## config.mk

```make
export PLATFORM = sky130hd
export DESIGN_NAME = ipsr_cell
export DESIGN_NICKNAME = d
export VERILOG_FILES = /design/src/sv/ipsr_pkg.sv /design/src/sv/ipsr_cell.sv
export SDC_FILE = /design/constraint.sdc
export NUM_CORES = 1
export LEC_CHECK = 0
export ABC_AREA = 1
export BUFFER_PORTS_ARGS = -buffer_cell sky130_fd_sc_hd__buf_4
export CELL_PAD_IN_SITES_DETAIL_PLACEMENT = 1
export CELL_PAD_IN_SITES_GLOBAL_PLACEMENT = 1
export CORE_ASPECT_RATIO = 1.1
export CORE_UTILIZATION = 38
export CTS_BUF_LIST = sky130_fd_sc_hd__clkbuf_4 sky130_fd_sc_hd__clkbuf_8
export DETAILED_ROUTE_END_ITERATION = 7
export MAX_ROUTING_LAYER = met4
export PLACE_DENSITY_LB_ADDON = 0.25
export SKIP_CTS_REPAIR_TIMING = 1
export SYNTH_ARGS = -nofsm -noshare
export SYNTH_HDL_FRONTEND = slang
export SYNTH_SLANG_ARGS = --single-unit
```

## constraint.sdc

```tcl
create_clock -name clk_i -period 5.31 [get_ports clk_i]
set_input_delay 0.531 -clock clk_i [delete_from_list [all_inputs] [get_ports clk_i]]
set_output_delay 0.531 -clock clk_i [all_outputs]
set_load 0.01 [all_outputs]
```

## src/sv/ipsr_pkg.sv

```systemverilog
// ----------------------------------------------------------------------------
// ipsr_pkg
// Types and constants shared by the address set range query block.
// ----------------------------------------------------------------------------
package ipsr_pkg;

  localparam int unsigned TableDepth = 256;
  localparam int unsigned IdxW       = $clog2(TableDepth);
  localparam int unsigned CntW       = $clog2(TableDepth + 1);
  localparam int unsigned AddrW      = 32;
  localparam int unsigned ModeW      = 3;

  typedef enum logic [ModeW-1:0] {
    MODE_INSERT    = 3'd0,
    MODE_REMOVE    = 3'd1,
    MODE_LOOKUP    = 3'd2,
    MODE_RANGE_ALL = 3'd3,
    MODE_RANGE_ANY = 3'd4
  } mode_e;

  typedef enum logic [1:0] {
    ST_IDLE,
    ST_SCAN,
    ST_OUT
  } state_e;

  // Request held stable while the scan token walks the chain.
  typedef struct packed {
    logic [ModeW-1:0] mode;
    logic [AddrW-1:0] lo;
    logic [AddrW-1:0] hi;
  } req_t;

  // Token handed from cell to cell, one cell per cycle.
  typedef struct packed {
    logic            active;
    logic            any_free;
    logic [IdxW-1:0] free_idx;
    logic [CntW-1:0] count;
  } tok_t;

  // Write of a new entry at the end of an insert scan.
  typedef struct packed {
    logic             we;
    logic [IdxW-1:0]  idx;
    logic [AddrW-1:0] addr;
  } commit_t;

endpackage

```

## src/sv/ipsr_cell.sv

```systemverilog
// ----------------------------------------------------------------------------
// ipsr_cell
// One table slot: stores an address and a valid bit, updates the scan token.
// ----------------------------------------------------------------------------
module ipsr_cell (
  input  logic                     clk_i,
  input  logic                     rst_ni,
  input  logic [ipsr_pkg::IdxW-1:0] idx_i,
  input  ipsr_pkg::req_t           req_i,
  input  ipsr_pkg::commit_t        commit_i,
  input  ipsr_pkg::tok_t           tok_i,
  output ipsr_pkg::tok_t           tok_o
);
  import ipsr_pkg::*;

  logic             valid_q;
  logic [AddrW-1:0] addr_q;
  tok_t             tok_q, tok_d;
  logic             in_range;

  assign in_range = valid_q && (addr_q >= req_i.lo) && (addr_q <= req_i.hi);

  always_comb begin
    tok_d = tok_i;
    if (in_range) begin
      tok_d.count = tok_i.count + CntW'(1);
    end
    if (!tok_i.any_free && !valid_q) begin
      tok_d.any_free = 1'b1;
      tok_d.free_idx = idx_i;
    end
  end

  always_ff @(posedge clk_i or negedge rst_ni) begin
    if (!rst_ni) begin
      valid_q <= 1'b0;
      tok_q   <= '0;
    end else begin
      tok_q <= tok_d;
      // For a remove, lo equals hi, so a slot in range holds the address.
      if (tok_i.active && req_i.mode == MODE_REMOVE && in_range) begin
        valid_q <= 1'b0;
      end else if (commit_i.we && commit_i.idx == idx_i) begin
        valid_q <= 1'b1;
      end
    end
  end

  always_ff @(posedge clk_i) begin
    if (commit_i.we && commit_i.idx == idx_i) begin
      addr_q <= commit_i.addr;
    end
  end

  assign tok_o = tok_q;

endmodule

```

==> run_results.csv, run 1 <==
group,metric,value,unit
synth,syn_inst,425,
layout,syn2layout_area_growth,38.8,%
setup_path,critPathKind,"flop to flop",
setup_path,crit_family,"simple AND/OR/NAND/NOR gates",
layout,multi_input_area,1860,um^2
detailed_routing,drc,0,
synth,yosysWarnings,0,
setup_path,cpPeakStageDelay,0.43,ns
layout,diodes,0,
die,num_rows,37,
layout,nNetsFinal,786,
detailed_routing,vias_per_cell,4.79,
placement,io_buffers,155,
timing,rsz0062_at_grt,"false",
power,power_leakage,2.76,nW
die,start_util,39.1,%
die,core,9400,um^2
timing,final.setup.tns,0,ns
timing,final-hold-violation-count,0,
global_route,antenna_found_initial,0,
layout,layout.cells.non_filler,702,
detailed_routing,top_layer_used,"met4",
detailed_routing,ant_nets,0,
flow_run,drv_cap,0,
global_route,grt_max_degree,33,
die,die_y,105,um
placement,gp_congestion,0.812,
die,die_w,95.8,um
detailed_routing,routedWlPerCell,14.1,um
synth,syn-num-nets,627,
layout,fillers,1157,
layout,layout-drive-gt1-share,29.9,%
power,finalPower,1.04,mW
synth,synth_area,3680,um^2
detailed_routing,wl_met1,3970,um
power,ir_worst_vdd,0.141,mV
detailed_routing,vias,3365,
setup_path,crit_slowest_cell,"edfxtp_1",
setup_path,critPathMaxFanout,11,
setup_path,crit_buf_inv,0,
setup_path,timing.critical_path.cells,"ha_1 -> nand2_1 -> nor2_1 -> nand2_1 -> nor3_2 -> nand2_1 -> nand2_1 -> nand2_2 -> nand2_1 -> nand2_1",
timing,min_period,2.20,ns
synth,ys_types,32,
die,num_io_pins,156,
detailed_routing,wl,9900,um
placement,placed_cells,694,
cts,cts_tree,"yes",
timing,slew_headroom,36.7,%
global_route,grt.overflow.total,0,
cts,cts.sinks,52,
setup_path,arrival,2.40,ns
setup_path,worstPathRequired,5.51,ns
cts,clockBufferDepth,2,
setup_path,critPathCaptureType,"flop",
setup_path,r2r-end,"tok_o[4]",
die,fp.dieArea,10100,um^2
cts,path_clk_slew,0.10,ns
cts,cts_made_buffers,5,
detailed_routing,wl_met3,449,um
synth,ys_seq_elements,52,
synth,syn_avg_cell_area,8.66,um^2
detailed_routing,first_pass_iters,4,
setup_path,critPathLaunchType,"flop",
detailed_routing,drtIter0Drc,54,
timing,final_max_slew_viol_count,0,
synth,seq_area_frac_synth,39.7,%
setup_path,crit_top_cell,"nand2_1",
hold_path,hp-class,"input port to asynchronous set/reset pin",
timing,fmax,454,MHz
timing,timing.hold.ws,0.0879,ns
timing,skew,0.00483,ns
cts,htreeDepth,2,
timing,finalSetupViolCount,0,
run_status,outcome,"finished clean",
power,p_per_area,203,nW/um^2
cts,clk_root_buffer_cell,"clkbuf_8",
layout,register_area,1460,um^2
global_route,grt_pass1_wl,16200,um
setup_path,reg2regPathDepth,10,
global_route,grt_usage,21.6,%
setup_path,rrSetupSlack,3.11,ns
timing,min_period_over_period,41.5,%
timing,worst_slew_pin_slew,0.945,ns
setup_path,r2r_start,"addr_q[23]",
global_route,grt_pass1_vias,3774,
placement,hpwl,8580,um
cts,worstSkewPairLatency,0.30,ns
detailed_routing,dr_wl_met2,5320,um
## area by class of cell
type                    instances  share of cell area (%)
inverters                      90                    6.62
clock inverters                 2                    1.18
repair buffers                155                    22.8
clock buffers                   6                    1.49
multi-input cells             280                    36.4
well taps                     117                    2.87
flip-flops and latches         52                    28.6
## state kept, by name, indices dropped and copies added (netlist names)
signal and count:
addr_q 32, tok_o 19, valid_q 1
## cells by family (layout without fill, tap and decap cells)
kind of cell               Yosys count  count (layout)  share of synthesized area [%]
buffers and inverters               93             253                           9.90
xor gates and xnor gates             8               8                           1.90
muxes                                1               1                          0.306
adders and majority gates           65              65                           22.1
and+or+nand+nor                    148             148                           16.9
DFF                                 52              52                           39.7
AOI/OAI and AO/OA                   58              58                           9.15
## placed cells by master (no fill, tap or decap), drive strengths merged, types with 2 or more instances in the layout
master,netlist,routed
nand3,17,17
o22ai,3,3
buf,2,155
a21o,2,2
clkbuf,1,6
nor3,2,2
nand2,90,90
ha,65,65
a21oi,38,38
o21a,4,4
xnor2,4,4
xor2,4,4
edfxtp,32,32
a221oi,2,2
nand4,4,4
inv,90,90
dfrtp,20,20
o21ai,8,8
nor2,32,32
bufinv,0,2
## routing by layer
layer  vias to the layer above  track usage, %
met5                         -               -
met4                         0            5.97
met3                        13            3.42
met2                        98            39.9
met1                      1556            23.4
li1                       1698               -
## Yosys cell counts
library cell   n  area [um^2]
xor2_1         4         35.0
a221oi_1       2         17.5
nand3_1       16         80.1
nand2_1       87          327
mux2_2         1         11.3
a21o_2         1         8.76
buf_6          2         22.5
o21ai_0        7         35.0
a22o_1         1         8.76
and3_1         1         6.26
nand2_2        3         18.8
nor3_2         1         10.0
nor2_4         1         11.3
edfxtp_1      32          961
nand3_2        1         10.0
o21ai_1        1         5.00
dfrtp_1       20          500
o21a_1         4         30.0
xnor2_1        4         35.0
nand4_1        4         25.0
a21oi_2        1         8.76
ha_1          65          813
a21o_1         1         7.51
or3_1          1         6.26
nor3_1         1         5.00
a21oi_1       36          180
clkbuf_1       1         3.75
a21oi_4        1         16.3
o22ai_1        3         18.8
nor2_1        31          116
or2_2          1         6.26
inv_1         90          338
## metrics by stage
stage / area, um^2 / setup WS (ns) / utilization [%]
after floorplan: 3680 / 2.43 / -
after global placement: 4970 / 2.91 / 52.9
after detailed placement: 4970 / 2.84 / 52.9
after CTS: 5110 / 3.08 / 54.3
after global routing: 5110 / 2.89 / 54.3
final: 5110 / 3.11 / 54.3
## how the worst max path moves through the flow
stage	startpoint	cells past startpoint	slack [ns]	to
final	addr_q[23]	10	3.11	tok_o[4]
after detailed placement	idx_i[0]	6	2.84	addr_q[31]
after floorplan	idx_i[5]	4	2.43	addr_q[0]
after global routing	addr_q[23]	10	2.89	tok_o[4]
after global placement	commit_i[37]	4	2.91	addr_q[30]
after CTS	addr_q[23]	10	3.08	tok_o[4]
## power by group
part	internal, mW	leakage, nW	switching, mW
registers	0.450	0.520	0.00767
clock network	0.194	0.0688	0.135
logic	0.132	2.17	0.117
total	0.776	2.76	0.259
Note: power is estimated with default switching activity, not from simulation.
==> run 2: changes to the inputs <==
--- a/config.mk
+++ b/config.mk
@@ -10,7 +10,7 @@
 export CELL_PAD_IN_SITES_DETAIL_PLACEMENT = 1
 export CELL_PAD_IN_SITES_GLOBAL_PLACEMENT = 1
 export CORE_ASPECT_RATIO = 1.1
-export CORE_UTILIZATION = 38
+export CORE_UTILIZATION = 32
 export CTS_BUF_LIST = sky130_fd_sc_hd__clkbuf_4 sky130_fd_sc_hd__clkbuf_8
 export DETAILED_ROUTE_END_ITERATION = 7
 export MAX_ROUTING_LAYER = met4
==> constraint.sdc (replaced) <==
create_clock -name clk_i -period 1.8 [get_ports clk_i]
set_input_delay 0.18 -clock clk_i [delete_from_list [all_inputs] [get_ports clk_i]]
set_output_delay 0.18 -clock clk_i [all_outputs]
set_load 0.01 [all_outputs]
==> run 2 against run 1 <==
The run now ends with negative setup slack left. Utilization is 5.1 points lower. Non-clock buffer count is 13 higher. Clock power grew to 3.0 times the previous value. Setup slack worse by 3.3 ns. Combinational power grew to 3.3 times the previous value. First-iteration DRC count is 22% higher. Critical path type unchanged. Largest cell class unchanged. Largest power group unchanged. Highest routed layer unchanged.
==> run_results.csv, run 2 (synthesis results as in run 1) <==
group,metric,value,unit
run_status,outcome,"complete, but fails checks",
run_status,violations,"negative setup slack",
placement,io_buffers,155,
setup_path,arrival,2.21,ns
layout,diodes,0,
hold_path,worstHoldPathCells,1,
detailed_routing,wl,10800,um
detailed_routing,first_pass_iters,4,
placement,placed_cells,734,
detailed_routing,vias_per_cell,4.60,
cts,clk_root_buffer_cell,"clkbuf_8",
layout,layout-drive-gt1-share,35.8,%
setup_path,crit_family,"simple AND/OR/NAND/NOR gates",
timing,final.setup.tns,-1.59,ns
timing,layout_setup_ws,-0.187,ns
hold_path,hp-class,"input port to flop",
timing,min_period_over_period,110,%
timing,skew,0.0105,ns
layout,final_cell_mix,"buf_4, inv_1, nand2_1",
setup_path,timing.critical_path.cells,"ha_4 -> nand2_2 -> nor2_4 -> nand2_1 -> o21ai_2 -> nor2_2 -> nand2_2 -> nand2_2 -> a21oi_4 -> buf_6 -> nand3_2 -> nand2_1 -> inv_1",
layout,largest_register_ffs,32,
die,num_io_pins,156,
layout,syn2layout_area_growth,48.2,%
die,start_util,33.3,%
cts,path_clk_slew,0.11,ns
setup_path,critPathLaunchType,"flop",
layout,design_area,5450,um^2
flow_run,drv_cap,0,
die,die_w,104,um
setup_path,startpoint,"addr_q[7]",
placement,hpwl,8910,um
detailed_routing,top_layer_used,"met4",
detailed_routing,wl_met1,4130,um
setup_path,crit_slowest_cell,"edfxtp_1",
setup_path,r2r-end,"valid_q",
setup_path,critPathKind,"flop to flop",
setup_path,cpPeakStageDelay,0.46,ns
setup_path,cp.depth,13,
die,fp.dieArea,11900,um^2
cts,worstSkewPairLatency,0.32,ns
die,num_rows,40,
global_route,grt_max_degree,33,
power,p_per_area,582,nW/um^2
layout,multi_input_area,2040,um^2
timing,min_period,1.99,ns
detailed_routing,ant_nets,0,
layout,layout.cells.non_filler,745,
layout,register_area,1460,um^2
setup_path,worstPathRequired,2.02,ns
global_route,antenna_found_initial,0,
timing,final-hold-violation-count,0,
timing,worst_slew_pin_slew,0.289,ns
timing,slew_headroom,80.7,%
setup_path,reg2regPathDepth,13,
detailed_routing,vias,3425,
global_route,grt.overflow.total,0,
setup_path,rrSetupSlack,-0.19,ns
timing,final_max_slew_viol_count,0,
die,core,11100,um^2
setup_path,crit_top_cell,"nand2_2",
detailed_routing,dr_wl_met2,5980,um
cts,cts_made_buffers,5,
layout,final_common_cell,"buf_4",
power,finalPower,3.17,mW
global_route,grt_pass1_wl,16500,um
placement,placed_area,5090,um^2
placement,pre_cts_slack,-0.325,ns
cts,htreeDepth,2,
detailed_routing,drtIter0Drc,66,
timing,rsz0062_at_grt,"true",
detailed_routing,routedWlPerCell,14.4,um
global_route,grt_usage,18.2,%
placement,gp_congestion,0.825,
global_route,grt_pass1_vias,3761,
detailed_routing,drc,0,
layout,top_register,"addr_q",
setup_path,cp-endpoint,"valid_q",
cts,cts_tree,"yes",
setup_path,crit_buf_inv,2,
setup_path,critPathMaxFanout,4,
cts,clockBufferDepth,2,
timing,finalSetupViolCount,10,
timing,fmax,503,MHz
power,power_leakage,2.85,nW
layout,nNetsFinal,799,
setup_path,critPathCaptureType,"flop",
die,die_y,114,um
detailed_routing,wl_met3,531,um
layout,fillers,1342,
setup_path,r2r_start,"addr_q[7]",
cts,cts.sinks,52,
power,ir_worst_vdd,0.339,mV
-- run 2: cell count changes in the layout (fill, tap and decap cells not counted), sizes merged --
cell	change
buf	+11
dlygate4sd3	+2
-- run 2: worst min path at each step --
stage | from | endpoint | slack, ns
3_3_place_gp | rst_ni | tok_o[5] | 0.08
2_1_floorplan | rst_ni | tok_o[0] | -0.12
5_1_grt | commit_i[24] | addr_q[24] | 0.02
4_1_cts | rst_ni | tok_o[5] | -0.27
6_report | commit_i[13] | addr_q[13] | 0.03
3_5_place_dp | rst_ni | tok_o[5] | 0.08
-- run 2: power breakdown --
group          switching (mW)  internal (mW)  leakage, nW  total (mW)
logic                   0.377          0.444         2.26       0.821
clock network           0.426          0.572       0.0688       0.998
registers              0.0260           1.33        0.520        1.35
total                   0.829           2.34         2.85        3.17
-- run 2: worst register-to-register path, delay by kind of cell (launching register included) --
kind | cells | cell delay [ns]
adder cells (fa/ha/maj) | 1 | 0.31
AO/OA/AOI/OAI | 2 | 0.37
buffers and inverters | 2 | 0.18
flip-flops | 1 | 0.46
AND/OR/NAND/NOR | 8 | 0.59
-- run 2: final cells by class --
cell class / count / share of cell area [%]
multi-input cells: 280 / 37.4
flip-flops and latches: 52 / 26.8
repair buffers: 168 / 23.7
inverters: 90 / 6.20
well taps: 147 / 3.37
clock buffers: 6 / 1.40
clock inverters: 2 / 1.10
-- run 2: per-layer routing --
metal | track usage (%) | up-vias
li1 | - | 1719
met1 | 18.4 | 1599
met2 | 35.6 | 96
met3 | 3.53 | 11
met4 | 4.95 | 0
met5 | - | -
-- run 2: stage by stage --
step	utilization (%)	hold slack, ns
after floorplan	-	-0.116
after global placement	46.1	0.0781
after detailed placement	46.1	0.0812
after CTS	47.3	-0.271
after global routing	49.3	0.0156
final	49.3	0.0296
==> run 3: changes to the inputs <==
--- a/config.mk
+++ b/config.mk
@@ -13,9 +13,9 @@
 export CORE_UTILIZATION = 32
 export CTS_BUF_LIST = sky130_fd_sc_hd__clkbuf_4 sky130_fd_sc_hd__clkbuf_8
 export DETAILED_ROUTE_END_ITERATION = 7
-export MAX_ROUTING_LAYER = met4
 export PLACE_DENSITY_LB_ADDON = 0.25
 export SKIP_CTS_REPAIR_TIMING = 1
+export SKIP_LAST_GASP = 1
 export SYNTH_ARGS = -nofsm -noshare
 export SYNTH_HDL_FRONTEND = slang
 export SYNTH_SLANG_ARGS = --single-unit
==> run 3 against run 2 <==
The run still ends with negative setup slack left. Design area increased by 0.94%. Largest power group unchanged. Routed wire length increased by 1.3%. Count of clock-buffer cells in the layout unchanged. Hold slack improved by 0.0035 ns. Clock power about the same. Combinational power increased by 1%. Utilization increased by 0.46 points.
==> run_results.csv, run 3 (synthesis results as in run 1) <==
group,metric,value,unit
power,p_per_area,579,nW/um^2
detailed_routing,vias,3447,
layout,design_area,5500,um^2
setup_path,crit_buf_inv,2,
placement,gp_congestion,0.813,
run_status,violations,"negative setup slack",
layout,layout-drive-gt1-share,36.7,%
die,die_w,104,um
power,ir_worst_vdd,0.338,mV
setup_path,critPathMaxFanout,4,
global_route,grt_pass1_wl,16500,um
global_route,grt_max_degree,33,
power,seqPwrFrac,42.6,%
power,power.share.switching,26.2,%
hold_path,hp-class,"input port to flop",
placement,placed_cells,734,
placement,placed_area,5090,um^2
setup_path,critPathLaunchType,"flop",
detailed_routing,first_pass_iters,4,
die,fp.dieArea,11900,um^2
detailed_routing,wl_met3,669,um
timing,finalSetupViolCount,10,
detailed_routing,drtIter0Drc,46,
setup_path,critPathKind,"flop to flop",
global_route,antenna_found_initial,0,
flow_run,drv_cap,0,
timing,skew,0.00768,ns
detailed_routing,drc,0,
layout,final_cell_mix,"buf_4, inv_1, nand2_1",
cts,clk_root_buffer_cell,"clkbuf_8",
layout,largest_register_ffs,32,
layout,diodes,0,
timing,rsz0062_at_grt,"true",
cts,htreeDepth,2,
layout,syn2layout_area_growth,49.6,%
timing,layout_setup_ws,-0.197,ns
detailed_routing,ant_nets,0,
cts,cts.sinks,52,
layout,final_common_cell,"buf_4",
global_route,grt_pass1_vias,3747,
detailed_routing,dr_wl_met2,6060,um
detailed_routing,routedWlPerCell,14.6,um
cts,worstSkewPairLatency,0.31,ns
cts,cts_made_buffers,5,
timing,worst_slew_pin_slew,0.294,ns
layout,top_register,"addr_q",
layout,nNetsFinal,800,
global_route,grt.overflow.total,0,
detailed_routing,vias_per_cell,4.62,
detailed_routing,wl_met1,4020,um
setup_path,crit_family,"simple AND/OR/NAND/NOR gates",
cts,cts_tree,"yes",
power,pwr-share-clk,31.3,%
power,pwr-share-comb,26.2,%
setup_path,worstPathRequired,2.02,ns
power,p_int,2.35,mW
die,core,11100,um^2
setup_path,critPathCaptureType,"flop",
timing,min_period,2.00,ns
die,num_rows,40,
layout,layout.cells.non_filler,746,
setup_path,cpPeakStageDelay,0.50,ns
placement,io_buffers,155,
timing,slew_headroom,80.4,%
placement,hpwl,8910,um
global_route,grt_usage,17.7,%
setup_path,timing.critical_path.cells,"ha_4 -> nand2_2 -> nor2_4 -> nand4_1 -> nor2_1 -> nand2_2 -> a21oi_4 -> buf_6 -> nand3_2 -> nand2_1 -> inv_1",
cts,clockBufferDepth,2,
die,die_y,114,um
die,start_util,33.3,%
setup_path,crit_top_cell,"nand2_2",
power,power_leakage,2.86,nW
die,num_io_pins,156,
cts,path_clk_slew,0.10,ns
run_status,outcome,"complete, but fails checks",
detailed_routing,top_layer_used,"met4",
timing,timing.hold.ws,0.0331,ns
timing,min_period_over_period,111,%
setup_path,crit_slowest_cell,"edfxtp_1",
detailed_routing,wl,10900,um
setup_path,arrival,2.22,ns
timing,final-hold-violation-count,0,
power,p_switching,0.833,mW
timing,final_max_slew_viol_count,0,
timing,fmax,501,MHz
run 3: worst paths after layout:
path / startpoint / slack (ns) / depth (start not counted) / end
worst max-delay path: addr_q[29] / -0.20 / 11 / valid_q
worst min-delay path: commit_i[27] / 0.03 / 1 / addr_q[27]
worst max register to register: addr_q[29] / -0.20 / 11 / valid_q
worst min register to register: valid_q / 0.71 / 2 / tok_o[15]
max in group asynchronous: rst_ni / 1.28 / 2 / tok_o[12]
min in group asynchronous: rst_ni / 0.28 / 2 / tok_o[5]
run 3: power by group through the flow:
stage	sequential, mW	combinational [mW]	clock [mW]
after detailed placement	1.38	0.772	0
after global placement	1.38	0.739	0
after global routing	1.36	0.927	1.06
final	1.35	0.833	0.995
after floorplan	1.40	0.304	0
after CTS	1.36	0.775	1.03
run 3: stage by stage:
| stage | worst slack [ns] | setup TNS, ns | util, % | power, mW |
|---|---|---|---|---|
| final | -0.197 | -1.63 | 49.7 | 3.18 |
| after global routing | -0.326 | -3.00 | 49.7 | 3.35 |
| after CTS | -0.334 | -2.98 | 47.3 | 3.16 |
| after detailed placement | -0.325 | -2.91 | 46.1 | 2.15 |
| after global placement | -0.220 | -2.01 | 46.1 | 2.12 |
| after floorplan | 0.0992 | 0 | - | 1.70 |
run 3: layout make-up:
| class | instances | area [um^2] |
|---|---|---|
| multi-input combinational | 280 | 2080 |
| sequential | 52 | 1460 |
| fill | 1338 | 5560 |
| clock buffer | 6 | 76.3 |
| tap | 147 | 184 |
| inverter | 90 | 338 |
| clock inverter | 2 | 60.1 |
| timing repair buffer | 169 | 1300 |
run 3: routing by layer:
metal,up-vias,global-route usage [%]
met1,1605,17.6
met2,106,35.6
met4,0,4.95
met5,-,0
met3,13,4.67
li1,1723,-
